## src/rtl/hkfe_pkg.sv

```systemverilog
// Shared types, constants and code tables of the half-width kana converter.
`timescale 1ns / 1ps
`default_nettype none

package hkfe_pkg;

	localparam logic [7:0] KANA_PREFIX = 8'h8e;
	localparam logic [7:0] SS3_LEAD    = 8'h8f;
	localparam logic [7:0] KANA_FIRST  = 8'ha1;
	localparam logic [7:0] KANA_LAST   = 8'hdf;
	localparam logic [7:0] VOICED_MARK = 8'hde;
	localparam logic [7:0] SEMI_MARK   = 8'hdf;
	localparam logic [7:0] PRINT_FIRST = 8'h20;
	localparam logic [7:0] PRINT_LAST  = 8'h7e;
	localparam logic [7:0] MB_FIRST    = 8'h80;
	localparam logic [15:0] TOFU_CODE  = 16'ha2a2;

	localparam int KANA_DEPTH = 63;
	localparam int WIDE_DEPTH = 95;
	localparam int MAX_BYTES  = 4;

	// Register indexes of the configuration port
	localparam logic CFG_MERGE_MARKS = 1'b0;
	localparam logic CFG_WIDEN_ASCII = 1'b1;

	localparam logic [15:0] KANA_ROM [KANA_DEPTH] = '{
		16'ha1a3, 16'ha1d6, 16'ha1d7, 16'ha1a2, 16'ha1a6, 16'ha4f2, 16'ha4a1,
		16'ha4a3, 16'ha4a5, 16'ha4a7, 16'ha4a9, 16'ha4e3, 16'ha4e5, 16'ha4e7, 16'ha4c3,
		16'ha1bc, 16'ha4a2, 16'ha4a4, 16'ha4a6, 16'ha4a8, 16'ha4aa, 16'ha4ab, 16'ha4ad,
		16'ha4af, 16'ha4b1, 16'ha4b3, 16'ha4b5, 16'ha4b7, 16'ha4b9, 16'ha4bb, 16'ha4bd,
		16'ha4bf, 16'ha4c1, 16'ha4c4, 16'ha4c6, 16'ha4c8, 16'ha4ca, 16'ha4cb, 16'ha4cc,
		16'ha4cd, 16'ha4ce, 16'ha4cf, 16'ha4d2, 16'ha4d5, 16'ha4d8, 16'ha4db, 16'ha4de,
		16'ha4df, 16'ha4e0, 16'ha4e1, 16'ha4e2, 16'ha4e4, 16'ha4e6, 16'ha4e8, 16'ha4e9,
		16'ha4ea, 16'ha4eb, 16'ha4ec, 16'ha4ed, 16'ha4ef, 16'ha4f3, 16'ha1ab, 16'ha1ac
	};

	localparam logic [15:0] WIDE_ROM [WIDE_DEPTH] = '{
		16'ha1a1, 16'ha1aa, 16'ha1c9, 16'ha1f4, 16'ha1f0, 16'ha1f3, 16'ha1f5, 16'ha1c7,
		16'ha1ca, 16'ha1cb, 16'ha1f6, 16'ha1dc, 16'ha1a4, 16'ha1dd, 16'ha1a5, 16'ha1bf,
		16'ha3b0, 16'ha3b1, 16'ha3b2, 16'ha3b3, 16'ha3b4, 16'ha3b5, 16'ha3b6, 16'ha3b7,
		16'ha3b8, 16'ha3b9, 16'ha1a7, 16'ha1a8, 16'ha1e3, 16'ha1e1, 16'ha1e4, 16'ha1a9,
		16'ha1f7, 16'ha3c1, 16'ha3c2, 16'ha3c3, 16'ha3c4, 16'ha3c5, 16'ha3c6, 16'ha3c7,
		16'ha3c8, 16'ha3c9, 16'ha3ca, 16'ha3cb, 16'ha3cc, 16'ha3cd, 16'ha3ce, 16'ha3cf,
		16'ha3d0, 16'ha3d1, 16'ha3d2, 16'ha3d3, 16'ha3d4, 16'ha3d5, 16'ha3d6, 16'ha3d7,
		16'ha3d8, 16'ha3d9, 16'ha3da, 16'ha1ce, 16'ha1c0, 16'ha1cf, 16'ha1b0, 16'ha1b2,
		16'ha1c6, 16'ha3e1, 16'ha3e2, 16'ha3e3, 16'ha3e4, 16'ha3e5, 16'ha3e6, 16'ha3e7,
		16'ha3e8, 16'ha3e9, 16'ha3ea, 16'ha3eb, 16'ha3ec, 16'ha3ed, 16'ha3ee, 16'ha3ef,
		16'ha3f0, 16'ha3f1, 16'ha3f2, 16'ha3f3, 16'ha3f4, 16'ha3f5, 16'ha3f6, 16'ha3f7,
		16'ha3f8, 16'ha3f9, 16'ha3fa, 16'ha1d0, 16'ha1c3, 16'ha1d1, 16'ha1c1
	};

	typedef struct packed {
		logic merge_marks;
		logic widen_ascii;
	} hkfe_cfg_t;

	// All bytes one input word produces, first byte in slot 0
	typedef struct packed {
		logic [MAX_BYTES-1:0][7:0] bytes;
		logic [2:0]                count;
		logic                      eot;
	} hkfe_res_t;

	// Kana index 63 folds back to entry 0
	function automatic logic [15:0] kana_code(input logic [5:0] idx);
		logic [15:0] code;
		if (idx == 6'(KANA_DEPTH)) code = KANA_ROM[0];
		else code = KANA_ROM[idx];
		return code;
	endfunction

	function automatic logic takes_voiced(input logic [5:0] idx);
		return (idx >= 6'h15 && idx <= 6'h23) || (idx >= 6'h29 && idx <= 6'h2d);
	endfunction

	function automatic logic takes_semi(input logic [5:0] idx);
		return idx >= 6'h29 && idx <= 6'h2d;
	endfunction

endpackage

`default_nettype wire

```

## src/rtl/hkfe_if.sv

```systemverilog
// Valid/ready channel interfaces for input text words and output bytes.
`timescale 1ns / 1ps
`default_nettype none

interface hkfe_in_if;
	logic       valid;
	logic       ready;
	logic [7:0] in_byte;
	logic       end_of_text;

	modport source (output valid, output in_byte, output end_of_text, input ready);
	modport sink (input valid, input in_byte, input end_of_text, output ready);
endinterface

interface hkfe_out_if;
	logic       valid;
	logic       ready;
	logic [7:0] out_byte;
	logic       run_last;
	logic       text_done;

	modport source (output valid, output out_byte, output run_last, output text_done,
		input ready);
	modport sink (input valid, input out_byte, input run_last, input text_done,
		output ready);
endinterface

`default_nettype wire

```

## src/rtl/halfwidth_kana_to_fullwidth_euc.sv

```systemverilog
// Top level of the half-width kana to full-width EUC-JP converter.
// Usage:
//  - text channel: one EUC-JP byte per word, with end_of_text on the last
//    byte of a text. A word is taken when valid and ready are both high.
//  - result channel: zero to four converted bytes per input word, one per
//    word; run_last marks the last byte caused by an input word and
//    text_done the last byte of the whole text.
//  - cfg_we/cfg_index/cfg_wdata: index 0 merge_marks (reset 1), index 1
//    widen_ascii (reset 0). Write only while the converter is idle.
//  - A word passes through the input register, then the result register,
//    before the receiver can take its first byte.
//  - Throughput: one input word per cycle while each word yields at most one
//    byte and the receiver is ready; otherwise the result register holds
//    the input back until the last byte of the word before it is taken.
//  - With merge_marks set, a kana that can take a mark is held without output
//    until the next character or the end of the text shows whether a mark follows.
//  - Reset clears the decode state and empties both registers; the configuration
//    returns to its reset values.
//  - When the receiver stalls, the result register holds its byte and the
//    input register fills; ready on the text channel then drops.
`timescale 1ns / 1ps
`default_nettype none

module halfwidth_kana_to_fullwidth_euc (
	input  wire        clk,
	input  wire        arst_n,
	hkfe_in_if.sink    text,
	hkfe_out_if.source result,
	input  wire        cfg_we,
	input  wire        cfg_index,
	input  wire        cfg_wdata
);
	import hkfe_pkg::*;

	hkfe_cfg_t cfg_q;
	hkfe_res_t res;
	logic      res_valid;
	logic      res_ready;

	// Configuration registers
	always_ff @(posedge clk or negedge arst_n) begin
		if (!arst_n) begin
			cfg_q.merge_marks <= 1'b1;
			cfg_q.widen_ascii <= 1'b0;
		end else if (cfg_we) begin
			case (cfg_index)
				CFG_MERGE_MARKS: cfg_q.merge_marks <= cfg_wdata;
				CFG_WIDEN_ASCII: cfg_q.widen_ascii <= cfg_wdata;
				default: ;
			endcase
		end
	end

	// Decode one word per pass and advance the state
	hkfe_conv u_conv (
		.clk       (clk),
		.arst_n    (arst_n),
		.text      (text),
		.cfg       (cfg_q),
		.res_valid (res_valid),
		.res_ready (res_ready),
		.res       (res)
	);

	// Hold the produced bytes and drain them one per cycle while the receiver is ready
	hkfe_obuf u_obuf (
		.clk       (clk),
		.arst_n    (arst_n),
		.res_valid (res_valid),
		.res_ready (res_ready),
		.res       (res),
		.result    (result)
	);

endmodule

`default_nettype wire

```

## src/rtl/hkfe_conv.sv

```systemverilog
// Input register, decode state and single-pass conversion of one text word.
`timescale 1ns / 1ps
`default_nettype none

module hkfe_conv (
	input  wire                 clk,
	input  wire                 arst_n,
	hkfe_in_if.sink             text,
	input  hkfe_pkg::hkfe_cfg_t cfg,
	output logic                res_valid,
	input  wire                 res_ready,
	output hkfe_pkg::hkfe_res_t res
);
	import hkfe_pkg::*;

	typedef enum logic [1:0] {
		PH_LEAD = 2'd0,
		PH_KANA = 2'd1,
		PH_LAST = 2'd2,
		PH_MID  = 2'd3
	} phase_t;

	logic       valid_s1;
	logic [7:0] byte_s1;
	logic       eot_s1;

	phase_t     phase_q, phase_d;
	logic [5:0] held_q, held_d;
	logic       held_valid_q, held_valid_d;
	logic       mark_seen_q, mark_seen_d;

	logic        pre_flush, post_flush;
	logic        main_byte_en, main_code_en;
	logic [7:0]  main_byte;
	logic [15:0] main_code;
	logic [15:0] pre_code, post_code;
	logic [7:0]  b;
	logic [5:0]  kidx;
	logic [6:0]  widx;
	logic        advance;

	assign b    = byte_s1;
	assign kidx = 6'(b - KANA_FIRST);
	assign widx = 7'(b - PRINT_FIRST);

	assign advance    = valid_s1 && res_ready;
	assign text.ready = !valid_s1 || res_ready;
	assign res_valid  = valid_s1;

	always_comb begin
		phase_d      = phase_q;
		held_d       = held_q;
		held_valid_d = held_valid_q;
		mark_seen_d  = mark_seen_q;
		pre_flush    = 1'b0;
		main_byte_en = 1'b0;
		main_code_en = 1'b0;
		main_byte    = b;
		main_code    = TOFU_CODE;
		pre_code     = kana_code(held_q);

		case (phase_q)
			PH_LEAD: begin
				if (held_valid_q && !mark_seen_q && b == KANA_PREFIX) begin
					mark_seen_d = 1'b1;
					phase_d     = PH_KANA;
				end else begin
					pre_flush    = held_valid_q;
					held_valid_d = 1'b0;
					held_d       = '0;
					mark_seen_d  = 1'b0;
					if (b < MB_FIRST) begin
						phase_d = PH_LEAD;
						if (cfg.widen_ascii && b >= PRINT_FIRST && b <= PRINT_LAST) begin
							main_code_en = 1'b1;
							main_code    = WIDE_ROM[widx];
						end else begin
							main_byte_en = 1'b1;
						end
					end else if (b == KANA_PREFIX) begin
						phase_d = PH_KANA;
					end else if (b == SS3_LEAD) begin
						main_byte_en = 1'b1;
						phase_d      = PH_MID;
					end else begin
						main_byte_en = 1'b1;
						phase_d      = PH_LAST;
					end
				end
			end
			PH_KANA: begin
				phase_d = PH_LEAD;
				if (held_valid_q && mark_seen_q && cfg.merge_marks &&
						b == VOICED_MARK && takes_voiced(held_q)) begin
					main_code_en = 1'b1;
					main_code    = kana_code(held_q) + 16'd1;
					held_valid_d = 1'b0;
					held_d       = '0;
					mark_seen_d  = 1'b0;
				end else if (held_valid_q && mark_seen_q && cfg.merge_marks &&
						b == SEMI_MARK && takes_semi(held_q)) begin
					main_code_en = 1'b1;
					main_code    = kana_code(held_q) + 16'd2;
					held_valid_d = 1'b0;
					held_d       = '0;
					mark_seen_d  = 1'b0;
				end else begin
					pre_flush    = held_valid_q;
					held_valid_d = 1'b0;
					held_d       = '0;
					mark_seen_d  = 1'b0;
					if (b < KANA_FIRST || b > KANA_LAST) begin
						main_code_en = 1'b1;
						main_code    = TOFU_CODE;
					end else if (cfg.merge_marks && takes_voiced(kidx)) begin
						held_d       = kidx;
						held_valid_d = 1'b1;
					end else begin
						main_code_en = 1'b1;
						main_code    = kana_code(kidx);
					end
				end
			end
			PH_MID: begin
				main_byte_en = 1'b1;
				phase_d      = PH_LAST;
			end
			default: begin
				main_byte_en = 1'b1;
				phase_d      = PH_LEAD;
			end
		endcase

		// End of text: flush what is held, drop a dangling prefix
		post_flush = eot_s1 && held_valid_d;
		post_code  = kana_code(held_d);
		if (eot_s1) begin
			held_valid_d = 1'b0;
			held_d       = '0;
			mark_seen_d  = 1'b0;
			phase_d      = PH_LEAD;
		end
	end

	// Pack the bytes in emission order
	always_comb begin
		logic [2:0] n;
		n         = '0;
		res.bytes = '0;
		res.eot   = eot_s1;
		if (pre_flush) begin
			res.bytes[n[1:0]] = pre_code[15:8];
			n = n + 3'd1;
			res.bytes[n[1:0]] = pre_code[7:0];
			n = n + 3'd1;
		end
		if (main_byte_en) begin
			res.bytes[n[1:0]] = main_byte;
			n = n + 3'd1;
		end
		if (main_code_en) begin
			res.bytes[n[1:0]] = main_code[15:8];
			n = n + 3'd1;
			res.bytes[n[1:0]] = main_code[7:0];
			n = n + 3'd1;
		end
		if (post_flush) begin
			res.bytes[n[1:0]] = post_code[15:8];
			n = n + 3'd1;
			res.bytes[n[1:0]] = post_code[7:0];
			n = n + 3'd1;
		end
		res.count = n;
	end

	always_ff @(posedge clk or negedge arst_n) begin
		if (!arst_n) begin
			valid_s1     <= 1'b0;
			phase_q      <= PH_LEAD;
			held_q       <= '0;
			held_valid_q <= 1'b0;
			mark_seen_q  <= 1'b0;
		end else begin
			if (text.valid && text.ready) begin
				valid_s1 <= 1'b1;
			end else if (advance) begin
				valid_s1 <= 1'b0;
			end
			if (advance) begin
				phase_q      <= phase_d;
				held_q       <= held_d;
				held_valid_q <= held_valid_d;
				mark_seen_q  <= mark_seen_d;
			end
		end
	end

	always_ff @(posedge clk) begin
		if (text.valid && text.ready) begin
			byte_s1 <= text.in_byte;
			eot_s1  <= text.end_of_text;
		end
	end

endmodule

`default_nettype wire

```

## src/rtl/hkfe_obuf.sv

```systemverilog
// Result register that hands out the converted bytes one per cycle while the receiver is ready.
`timescale 1ns / 1ps
`default_nettype none

module hkfe_obuf (
	input  wire                 clk,
	input  wire                 arst_n,
	input  wire                 res_valid,
	output logic                res_ready,
	input  hkfe_pkg::hkfe_res_t res,
	hkfe_out_if.source          result
);
	import hkfe_pkg::*;

	hkfe_res_t  buf_q;
	logic [1:0] idx_q;
	logic       valid_q;
	logic       last_byte;

	assign last_byte        = {1'b0, idx_q} == (buf_q.count - 3'd1);
	assign result.valid     = valid_q;
	assign result.out_byte  = buf_q.bytes[idx_q];
	assign result.run_last  = last_byte;
	assign result.text_done = last_byte && buf_q.eot;
	assign res_ready        = !valid_q || (result.ready && last_byte);

	always_ff @(posedge clk or negedge arst_n) begin
		if (!arst_n) begin
			valid_q <= 1'b0;
			idx_q   <= '0;
		end else begin
			if (res_valid && res_ready) begin
				// a word that yields no byte leaves the register empty
				valid_q <= res.count != 3'd0;
				idx_q   <= '0;
			end else if (result.valid && result.ready) begin
				if (last_byte) begin
					valid_q <= 1'b0;
				end
				idx_q <= idx_q + 2'd1;
			end
		end
	end

	always_ff @(posedge clk) begin
		if (res_valid && res_ready) begin
			buf_q <= res;
		end
	end

endmodule

`default_nettype wire
```

## src/flat_wrapper.sv

```systemverilog
// flat-port wrapper written by rule: the top's interface ports become plain ports
module halfwidth_kana_to_fullwidth_euc_flat import hkfe_pkg::*;
  (clk, arst_n, cfg_we, cfg_index, cfg_wdata, text_valid, text_in_byte, text_end_of_text, text_ready, result_valid, result_out_byte, result_run_last, result_text_done, result_ready);
  hkfe_in_if text_i ();
  hkfe_out_if result_i ();
  input  wire clk;
  input  wire arst_n;
  input  wire cfg_we;
  input  wire cfg_index;
  input  wire cfg_wdata;
  input wire logic [$bits(text_i.valid)-1:0] text_valid;
  input wire logic [$bits(text_i.in_byte)-1:0] text_in_byte;
  input wire logic [$bits(text_i.end_of_text)-1:0] text_end_of_text;
  output wire logic [$bits(text_i.ready)-1:0] text_ready;
  output wire logic [$bits(result_i.valid)-1:0] result_valid;
  output wire logic [$bits(result_i.out_byte)-1:0] result_out_byte;
  output wire logic [$bits(result_i.run_last)-1:0] result_run_last;
  output wire logic [$bits(result_i.text_done)-1:0] result_text_done;
  input wire logic [$bits(result_i.ready)-1:0] result_ready;
  assign text_i.valid = text_valid;
  assign text_i.in_byte = text_in_byte;
  assign text_i.end_of_text = text_end_of_text;
  assign text_ready = text_i.ready;
  assign result_valid = result_i.valid;
  assign result_out_byte = result_i.out_byte;
  assign result_run_last = result_i.run_last;
  assign result_text_done = result_i.text_done;
  assign result_i.ready = result_ready;
  halfwidth_kana_to_fullwidth_euc u_core (.clk(clk), .arst_n(arst_n), .text(text_i), .result(result_i), .cfg_we(cfg_we), .cfg_index(cfg_index), .cfg_wdata(cfg_wdata));
endmodule
```

## config.mk

```make
export PLATFORM = sky130hd
export DESIGN_NAME = halfwidth_kana_to_fullwidth_euc_flat
export DESIGN_NICKNAME = d
export VERILOG_FILES = /design/src/rtl/hkfe_pkg.sv /design/src/rtl/hkfe_if.sv /design/src/rtl/halfwidth_kana_to_fullwidth_euc.sv /design/src/rtl/hkfe_conv.sv /design/src/rtl/hkfe_obuf.sv /design/src/flat_wrapper.sv
export SDC_FILE = /design/constraint.sdc
export NUM_CORES = 1
export LEC_CHECK = 0
export BUFFER_PORTS_ARGS = -buffer_cell sky130_fd_sc_hd__buf_2
export CAP_MARGIN = 20
export CORE_MARGIN = 4
export CORE_UTILIZATION = 40
export DETAILED_ROUTE_END_ITERATION = 12
export PLACE_DENSITY = 0.56
export SETUP_SLACK_MARGIN = 0.1
export SYNTH_ARGS = -nofsm -noshare
export SYNTH_HDL_FRONTEND = slang
export SYNTH_SLANG_ARGS = --single-unit
export TNS_END_PERCENT = 1
```

## constraint.sdc

```tcl
create_clock -name clk -period 7.5 [get_ports clk]
set_clock_uncertainty 0.05 [all_clocks]
set_input_delay 1.5 -clock clk [delete_from_list [all_inputs] [get_ports clk]]
set_output_delay 1.5 -clock clk [all_outputs]
set_load 0.02 [all_outputs]
```

Yosys cells after proc, flatten, opt, wreduce, memory -nomap -nowiden
Memories as Yosys holds them, arrays and structs flattened.
Cells that the tools add are included.
W data, S select, Z words.
Storage, ports and cells
  output and inout port bits: 12
  memory bits (read-only): 5120
  bits of input ports: 16
  memories kept: 4
  word-level logic and storage cells: 215
  register bits: 61
Memory list
  (name not given): depth 128, bits a word 16, rd ports 1, clocked after memory_dff 0, write ports 0, line hkfe_conv.sv:76  | main_code = WIDE_ROM[widx];
  (name not given): depth 64, bits a word 16, rd ports 1, clocked after memory_dff 0, write ports 0, line hkfe_pkg.sv:68  | else code = KANA_ROM[idx];
  (name not given): depth 64, bits a word 16, rd ports 1, clocked after memory_dff 0, write ports 0, line hkfe_pkg.sv:68
  (name not given): depth 64, bits a word 16, rd ports 1, clocked after memory_dff 0, write ports 0, line hkfe_pkg.sv:68
Operators by class
  add/subtract/negate cells: 11
  magnitude comparators: 28
  equal/unequal tests: 10
  reduce and logical (&&, ||, !) cells: 44
  bitwise operators: 5
  muxes and demuxes: 96
Operators by type and width (count)
  $mux W16: 24
  $bwmux W32: 5
  $mux W32: 3
  $demux W8 S2: 5
  $mux W8: 6
  $mux W6: 6
  $eq A8 B8 Y1 const B: 4
  $pmux W16 S2: 1
  $mux W1: 28
  $logic_and A1 B1 Y1: 26
  $le A6 B6 Y1 const B: 4
  $ge A7 B7 Y1 const B: 3
  $not A6 Y7: 3
  $eq A6 B6 Y1 const B: 3
  $lt A2 B3 Y1 const B: 6
  $add A16 B1 Y16 const B: 1
  $add A16 B2 Y16 const B: 1
  $bmux W8 S2: 1
  $lt A8 B8 Y1 const B: 2
  $add A3 B1 Y3 const B: 5
  $mux W2: 7
  $ge A6 B5 Y1 const B: 2
  $ge A6 B6 Y1 const B: 2
  $pmux W6 S2: 1
  23 further kinds: 45

Depth between registers and ports, before layout
Gate-level depths: netlist (run 1).
  word-level depth: 20
  mapped depth: 21
  depth with buffers taken out: 16

Modules after synthesis
A second synthesis (run 1) with hierarchy kept.
Second synthesis, totals
  cells, all modules: 897
  area total of the unflattened synthesis: 7099.3 µm²
Modules (own cells, without submodules)
  hkfe_conv: times used 1, cells an instance 819, area an instance 5500.3 µm², sequential area each 545.5 µm²
  hkfe_obuf: times used 1, cells an instance 72, area an instance 1511.4 µm², sequential area each 1156.1 µm²
  halfwidth_kana_to_fullwidth_euc: times used 1, cells an instance 6, area an instance 87.6 µm², sequential area each 51.3 µm²

Worst setup path before layout (run 1)
Ideal clock, no wire load.
  path type: register to register
  start point: reg u_core.u_conv.byte_s1[0], in the netlist u_core.u_conv.b[0]
  end point: reg u_core.u_obuf.buf_q[6] (netlist bit) (data pin)
  cell stages (with the launch flop): 22
  data arrival time: 4606 ps
  path buffers: 6
  library setup time: 158 ps
  period minus slack after synthesis: 4814 ps
  slack: 2686 ps
  data required time: 7292 ps
  path through: edfxtp_1 -> buf_2 -> buf_1 -> clkbuf_1 -> inv_1 -> ha_1 -> ha_1 -> clkbuf_1 -> a21oi_1 -> o211ai_2 -> o21a_1 -> buf_6 -> o31ai_4 -> ha_1 -> buf_1 -> inv_1 -> nand2_1 -> o211ai_1 -> o311a_1 -> nor4_4 -> o22ai_1 -> a211oi_2
RTL lines
  from (decl): line hkfe_conv.sv:24  | logic [7:0] byte_s1;
  from (signal assigned): line hkfe_conv.sv:200  | byte_s1 <= text.in_byte;
  to (signal assigned): line hkfe_obuf.sv:47  | buf_q <= res;
  to (decl): line hkfe_obuf.sv:15  | hkfe_res_t buf_q;

==> key figures, run 1 <==
Yosys
  • Yosys cell types: 93
  • Post-synth net total: 946
  • FF+latch count, synth: 61
  • Synth Flop Type: edfxtp_1
  • Yosys warns: 0
  • Mapped cell area: 0.00713 mm²
  • Syn Inst Count: 903
  • Post-synth EDFFs: 45
  • Sequential area share after synthesis: 24.6%
  • Synth Area per Inst: 7.90 µm²
  • Post-synth ARST share: 26.2%

Clock tree
  • Root Driver: clkbuf_16
  • H-tree levels: 3
  • Max clock buf depth: 2
  • Number of hold buffers added after CTS: 0
  • Total clock sinks: 61
  • Worst skew pair latency: 0.34 ns
  • Post-CTS sizing: 0
  • Total CTS buffers: 9
  • CTS tree: yes
  • Post CTS Setup Buffer Count: 0
  • Clock-pin slew on the worst setup and hold paths: 0.07 ns

Placed design
  • Dpl ws: 2.33 ns
  • Post-detail-place hpwl: 17.5 mm
  • Placed instance count: 1,100
  • Placed cell area: 0.00739 mm²
  • Placer congestion estimate: 0.978
  • IO buf count: 27

Timing
  • Final WS setup: 2.13 ns
  • Finish-stage setup viols: 0
  • Fmax: 0.186 GHz
  • RSZ-0062 raised after global routing: no
  • Worst Tran Pin Value: 0.940 ns
  • Hold Fails Final Rpt: 0
  • Fin Setup TNS: 0 ns
  • Period minus WS final: 5.37 ns
  • Fin crit share: 71.6%
  • Fin. max-slew vios: 0
  • Relative slew margins: 37.3%

Floorplan
  • Io pins: 28
  • Rows: 48
  • Chip Width: 142 µm
  • Die H: 142 µm
  • Starting utilization of the core area: 41.0%
  • Area of the die: 0.0200 mm²
  • Core Area: 0.0174 mm²

Pwr
  • Pwr dens: 357 mW/mm²
  • Total power: 2.73 mW
  • Lkg Pwr: 2.77 nW
  • Peak VDD IR: 0.000208 V

Routing
  • DRT Wirelength: 24.2 mm
  • Initial DRT Pass Iterations: 6
  • Drt drc: 0
  • Iter 0 DRT Violations: 848
  • Vias/cell: 6.56
  • Antenna viol nets, final: 0
  • Via count: 7,319
  • Routed wire length per instance: 21.7 µm

Cells and area
  • Layout cells sized above 1: 13.6%
  • Fin area: 0.00766 mm²
  • Layout Nets: 929
  • # diodes: 0
  • Final Non-Filler Cells: 1,116
  • Synth-to-layout area growth: 7.42%

Setup path
  • Largest stage delay, worst path: 0.95 ns
  • Required @ worst endpoint: 7.54 ns
  • Worst-path cell chain: buf_4 > nor3b_2 > xnor2_2 > o2111ai_4 > o21ai_0 > nand3_1 > a21oi_1 > ha_1 > nor2_1 > nand2_1 > o221a_2
  • Critical path type: flop to flop
  • Slowest-stage cell, CP: edfxtp_1
  • Worst Path Max Fanout: 35
  • CP Capture Type: flop
  • Crit path DAT: 5.41 ns
  • Worst Setup Start Kind: flop

GRT
  • Total track usage: 24.0%
  • Antenna violations before repair: 0
  • Vias in the first global route: 6,625
  • Grt total ovfl: 0
  • First-pass GRT wire length: 38.4 mm
  • Largest net degree at the start of global routing: 36

Status
  • Status: finished clean

Min path
  • Hold Crit Class: flop to flop

Job
  • MaxCap Viol Count: 0
## cells in the final DEF (no fill, tap or decap), drive strengths merged, types with 7 or more instances in the layout
cell type  count
o221ai        12
inv           37
edfxtp        45
o22ai         18
mux4          12
nor2b         11
xnor2         10
a21o          10
or2            8
mux2           9
o21a           7
nand3         25
ha            27
clkinv         7
a22oi         11
nand2        103
o31ai         11
o211ai        20
nor2          68
a31oi         12
a211oi        23
a21oi         71
xor2           8
o21ai         89
clkbuf         9
buf           46
nand2b        18
and3           9
nor3          17
dfrtp         15
o32ai          8
mux2i         10
## Yosys cell counts, types with 11 or more instances
library cell	count	area [µm²]
nor2_1	68	255
a21oi_1	71	355
o21ai_0	79	395
nand2b_1	18	113
a31oi_1	12	75.1
nand3_1	25	125
buf_2	11	55.1
ha_1	27	338
nand2_1	102	383
mux4_2	12	270
clkbuf_1	52	195
o211ai_1	19	143
inv_1	34	128
edfxtp_1	45	1350
o221ai_1	12	105
a211oi_1	21	158
o22ai_1	18	113
nor2b_1	11	68.8
nor3_1	16	80.1
dfrtp_1	15	375
## stage by stage
stage / hold slack (ns) / util, %
after floorplan: 0.421 / -
after global placement: 0.451 / 42.4
after detailed placement: 0.455 / 42.4
after CTS: 0.470 / 44.0
after global routing: 0.496 / 44.0
final: 0.466 / 44.0
## kinds of logic after synthesis
logic type | synth area share, %
adders and majority gates | 4.74
AOI/OAI and AO/OA | 34.6
xor gates and xnor gates | 2.32
buffers and inverters | 6.35
DFF | 24.6
muxes | 6.61
and+or+nand+nor | 20.9
## final timing paths
kind / start / end / slack, ns / depth (start not counted)
min in group asynchronous: arst_n / u_core.u_conv.held_q[2] / 1.04 / 1
max: u_core.u_conv.b[3] / u_core.u_obuf.buf_q[12] / 2.13 / 11
min: u_core.cfg_q[0] / u_core.cfg_q[0] / 0.47 / 1
max reg2reg: u_core.u_conv.b[3] / u_core.u_obuf.buf_q[12] / 2.13 / 11
max in group asynchronous: arst_n / u_core.cfg_q[1] / 6.02 / 1
min reg2reg: u_core.cfg_q[0] / u_core.cfg_q[0] / 0.47 / 1
## flip-flops by register name (all words and copies together) (netlist names)
name	cells
u_core.cfg_q	2
u_core.u_conv.b	8
u_core.u_conv.held_q	6
u_core.u_obuf.buf_q	36
u_core.u_conv.eot_s1	1
u_core.u_conv.res_valid	1
u_core.u_obuf.idx_q	2
u_core.u_conv.held_valid_q	1
u_core.u_conv.phase_q	2
u_core.u_obuf.result.valid	1
u_core.u_conv.mark_seen_q	1
## per-layer routing
layer	part of all wire, %	vias to the layer above	global-route usage, %
li1	-	3396	-
met3	8.9	35	3.88
met5	0	-	0
met1	45	3496	36.0
met2	45	392	36.6
met4	1.5	0	4.80
## where the power goes
group | leakage [nW] | switching, mW | total, mW | internal (mW)
registers | 0.620 | 0.129 | 0.626 | 0.497
clock network | 0.132 | 0.169 | 0.393 | 0.225
logic | 2.02 | 1.11 | 1.71 | 0.602
total | 2.77 | 1.41 | 2.73 | 1.32
## area by class of cell
| cell class | count | area [µm²] |
|---|---|---|
| clock buffers | 9 | 225 |
| inverters | 39 | 146 |
| flip-flops and latches | 61 | 1750 |
| fillers | 1782 | 9750 |
| repair buffers | 46 | 278 |
| well taps | 225 | 282 |
| multi-input cells | 729 | 4930 |
| clock inverters | 7 | 51.3 |
## critical path: cells and delay by family, from the launching register on
kind,cells,cell delay (ns)
AO/OA/AOI/OAI,4,1.46
AND/OR/NAND/NOR,4,1.24
buffers and inverters,1,0.45
adder cells (fa/ha/maj),1,0.53
flip-flops,1,0.95
XOR/XNOR,1,0.44
Power figures use the tool's default switching activity.
==> run 2, diff against run 1 <==
- clock period: 7.5 -> 5 ns (I/O delays scaled with it)
==> key figures, run 2 (synthesized netlist as in run 1, its figures left out) <==
Pwr
  • Total power: 4.16 mW (+52%)
  • Lkg Pwr: 2.87 nW (+3.5%)
  • Peak VDD IR: 0.000401 V (+93%)
  • Pwr dens: 533 mW/mm² (+50%)

Timing
  • Fin Setup TNS: 0 ns (unchanged)
  • Final Hold Slack: 0.473 ns (+0.00691 ns)
  • Period minus WS final: 4.53 ns (-0.837 ns)
  • Worst Tran Pin Value: 1.17 ns (+0.232 ns)
  • Fin. max-slew vios: 0 (unchanged)
  • Final WS setup: 0.465 ns (-1.66 ns)
  • Fmax: 0.221 GHz (+18%)
  • Finish-stage setup viols: 0 (unchanged)
  • Fin crit share: 90.7% (+19 points)
  • RSZ-0062 raised after global routing: no
  • Hold Fails Final Rpt: 0 (unchanged)
  • Relative slew margins: 21.2% (-16 points)

Routing
  • DRT Wirelength: 25.1 mm (+3.4%)
  • Via count: 7,443 (+1.7%)
  • Iter 0 DRT Violations: 985 (+16%)
  • Drt drc: 0 (unchanged)
  • Antenna viol nets, final: 0 (unchanged)
  • Vias/cell: 6.57 (+0.17%)
  • Routed wire length per instance: 22.1 µm (+1.9%)
  • Initial DRT Pass Iterations: 6 (unchanged)

Setup path
  • Worst Setup Start Kind: flop
  • Flop2flop setup slack: 0.47 ns (-1.66 ns)
  • Reg2reg path depth: 15 (+4)
  • R2R Path Start: u_core.u_conv.b[0]
  • CP Capture Type: flop
  • Worst Path Max Fanout: 11 (-69%)
  • Origin of the worst setup path: u_core.u_conv.b[0]
  • FF-to-FF End: u_core.u_obuf.buf_q[6]
  • Setup crit end: u_core.u_obuf.buf_q[6]
  • Critical path type: flop to flop
  • Crit path DAT: 4.67 ns (-0.74 ns)
  • Required @ worst endpoint: 5.13 ns (-2.41 ns)

Cells and area
  • Most frequent cells in the layout: nand2_1 (102), o21ai_0 (78), a21oi_1 (71)
  • Commonest non-fill, non-tap cell in the layout: nand2_1
  • Final Non-Filler Cells: 1,133 (+1.5%)
  • Layout cells sized above 1: 15.2% (+1.6 points)
  • Layout Nets: 946 (+1.8%)
  • Biggest register: u_core.u_obuf.buf_q
  • Synth-to-layout area growth: 9.28%
  • Fin area: 0.00780 mm² (+1.7%)
  • # diodes: 0 (unchanged)
  • Largest register FFs: 36 (unchanged)
  • Final Core Density: 44.8% (+0.76 points)
  • Largest registers: u_core.u_obuf.buf_q x36, u_core.u_conv.b x8, u_core.u_conv.held_q x6

Placed design
  • Post-detail-place hpwl: 18.6 mm (+6.1%)
  • Placer congestion estimate: 0.962 (-1.7%)
  • Placed cell area: 0.00751 mm² (+1.6%)
  • Dpl ws: 0.533 ns (-1.79 ns)
  • IO buf count: 27 (unchanged)
  • Placed instance count: 1,116 (+1.5%)

Clock tree
  • CTS tree: yes
  • Total CTS buffers: 9 (unchanged)
  • Max clock buf depth: 2 (unchanged)
  • Worst skew pair latency: 0.34 ns (about the same)
  • Root Driver: clkbuf_16
  • H-tree levels: 3 (unchanged)
  • Post-CTS sizing: 0 (unchanged)
  • Number of hold buffers added after CTS: 0 (unchanged)
  • Post CTS Setup Buffer Count: 0 (unchanged)
  • Clock-pin slew on the worst setup and hold paths: 0.06 ns (about the same)
  • Total clock sinks: 61 (unchanged)

GRT
  • Largest net degree at the start of global routing: 37 (+2.8%)
  • Grt total ovfl: 0 (unchanged)
  • First-pass GRT wire length: 39.8 mm (+3.7%)
  • Vias in the first global route: 6,883 (+3.9%)
  • Total track usage: 24.8% (+0.83 points)
  • Antenna violations before repair: 0 (unchanged)

Job
  • MaxCap Viol Count: 0 (unchanged)

Floorplan
  • Chip Width: 142 µm (unchanged)
  • Die H: 142 µm (unchanged)
  • Starting utilization of the core area: 41.0% (unchanged)
  • Area of the die: 0.0200 mm² (unchanged)
  • Rows: 48 (unchanged)
  • Core Area: 0.0174 mm² (unchanged)
  • Io pins: 28 (unchanged)

Status
  • Status: finished clean

Min path
  • Hold Crit Class: flop to flop
[run 2: cell types whose count changed in the layout (fill, tap and decap cells not counted)]
cell and change:
clkinvlp_4 -2, clkbuf_8 +1, clkbuf_2 +1, buf_4 +16, inv_6 +1
[run 2: where the power goes]
part | total, mW | internal [mW] | switching (mW) | leakage [nW]
clock | 0.596 | 0.352 | 0.244 | 0.143
sequential | 0.922 | 0.747 | 0.175 | 0.620
combinational | 2.64 | 0.943 | 1.70 | 2.10
[run 2: worst min-delay path by stage]
| stage | slack [ns] | to | from | cells after the start |
|---|---|---|---|---|
| 6_report | 0.47 | u_core.cfg_q[0] | u_core.cfg_q[0] | 1 |
| 3_5_place_dp | 0.47 | u_core.cfg_q[0] | u_core.cfg_q[0] | 1 |
| 5_1_grt | 0.50 | u_core.cfg_q[0] | u_core.cfg_q[0] | 1 |
| 4_1_cts | 0.48 | u_core.cfg_q[0] | u_core.cfg_q[0] | 1 |
| 2_1_floorplan | 0.42 | u_core.cfg_q[0] | u_core.cfg_q[0] | 1 |
| 3_3_place_gp | 0.44 | u_core.cfg_q[0] | u_core.cfg_q[0] | 1 |
[run 2: area by class of cell]
class	instances	area, µm²
Fill cell	1768	9620
Multi-Input combinational cell	729	4930
Sequential cell	61	1750
Timing Repair Buffer	63	403
Clock buffer	10	239
Tap cell	225	282
Clock inverter	6	45.0
Inverter	39	146
[run 2: worst max-delay path, stage by stage (launching register included)]
cell and delay [ns]:
edfxtp_1 0.40, inv_1 0.19, ha_1 0.32, nor3b_2 0.32, xnor2_2 0.25, o2111ai_4 0.25
o21a_1 0.36, o31ai_4 0.49, ha_1 0.41, inv_1 0.15, nand2_1 0.08, o211ai_1 0.10
o311a_1 0.18, nor4_4 0.40, o22ai_1 0.16, a211oi_2 0.25
[run 2: routing by layer]
layer	track usage [%]	routed length (µm)
met5	0	0
met4	6.87	640
met3	4.82	2270
met2	37.6	11100
met1	36.1	11000
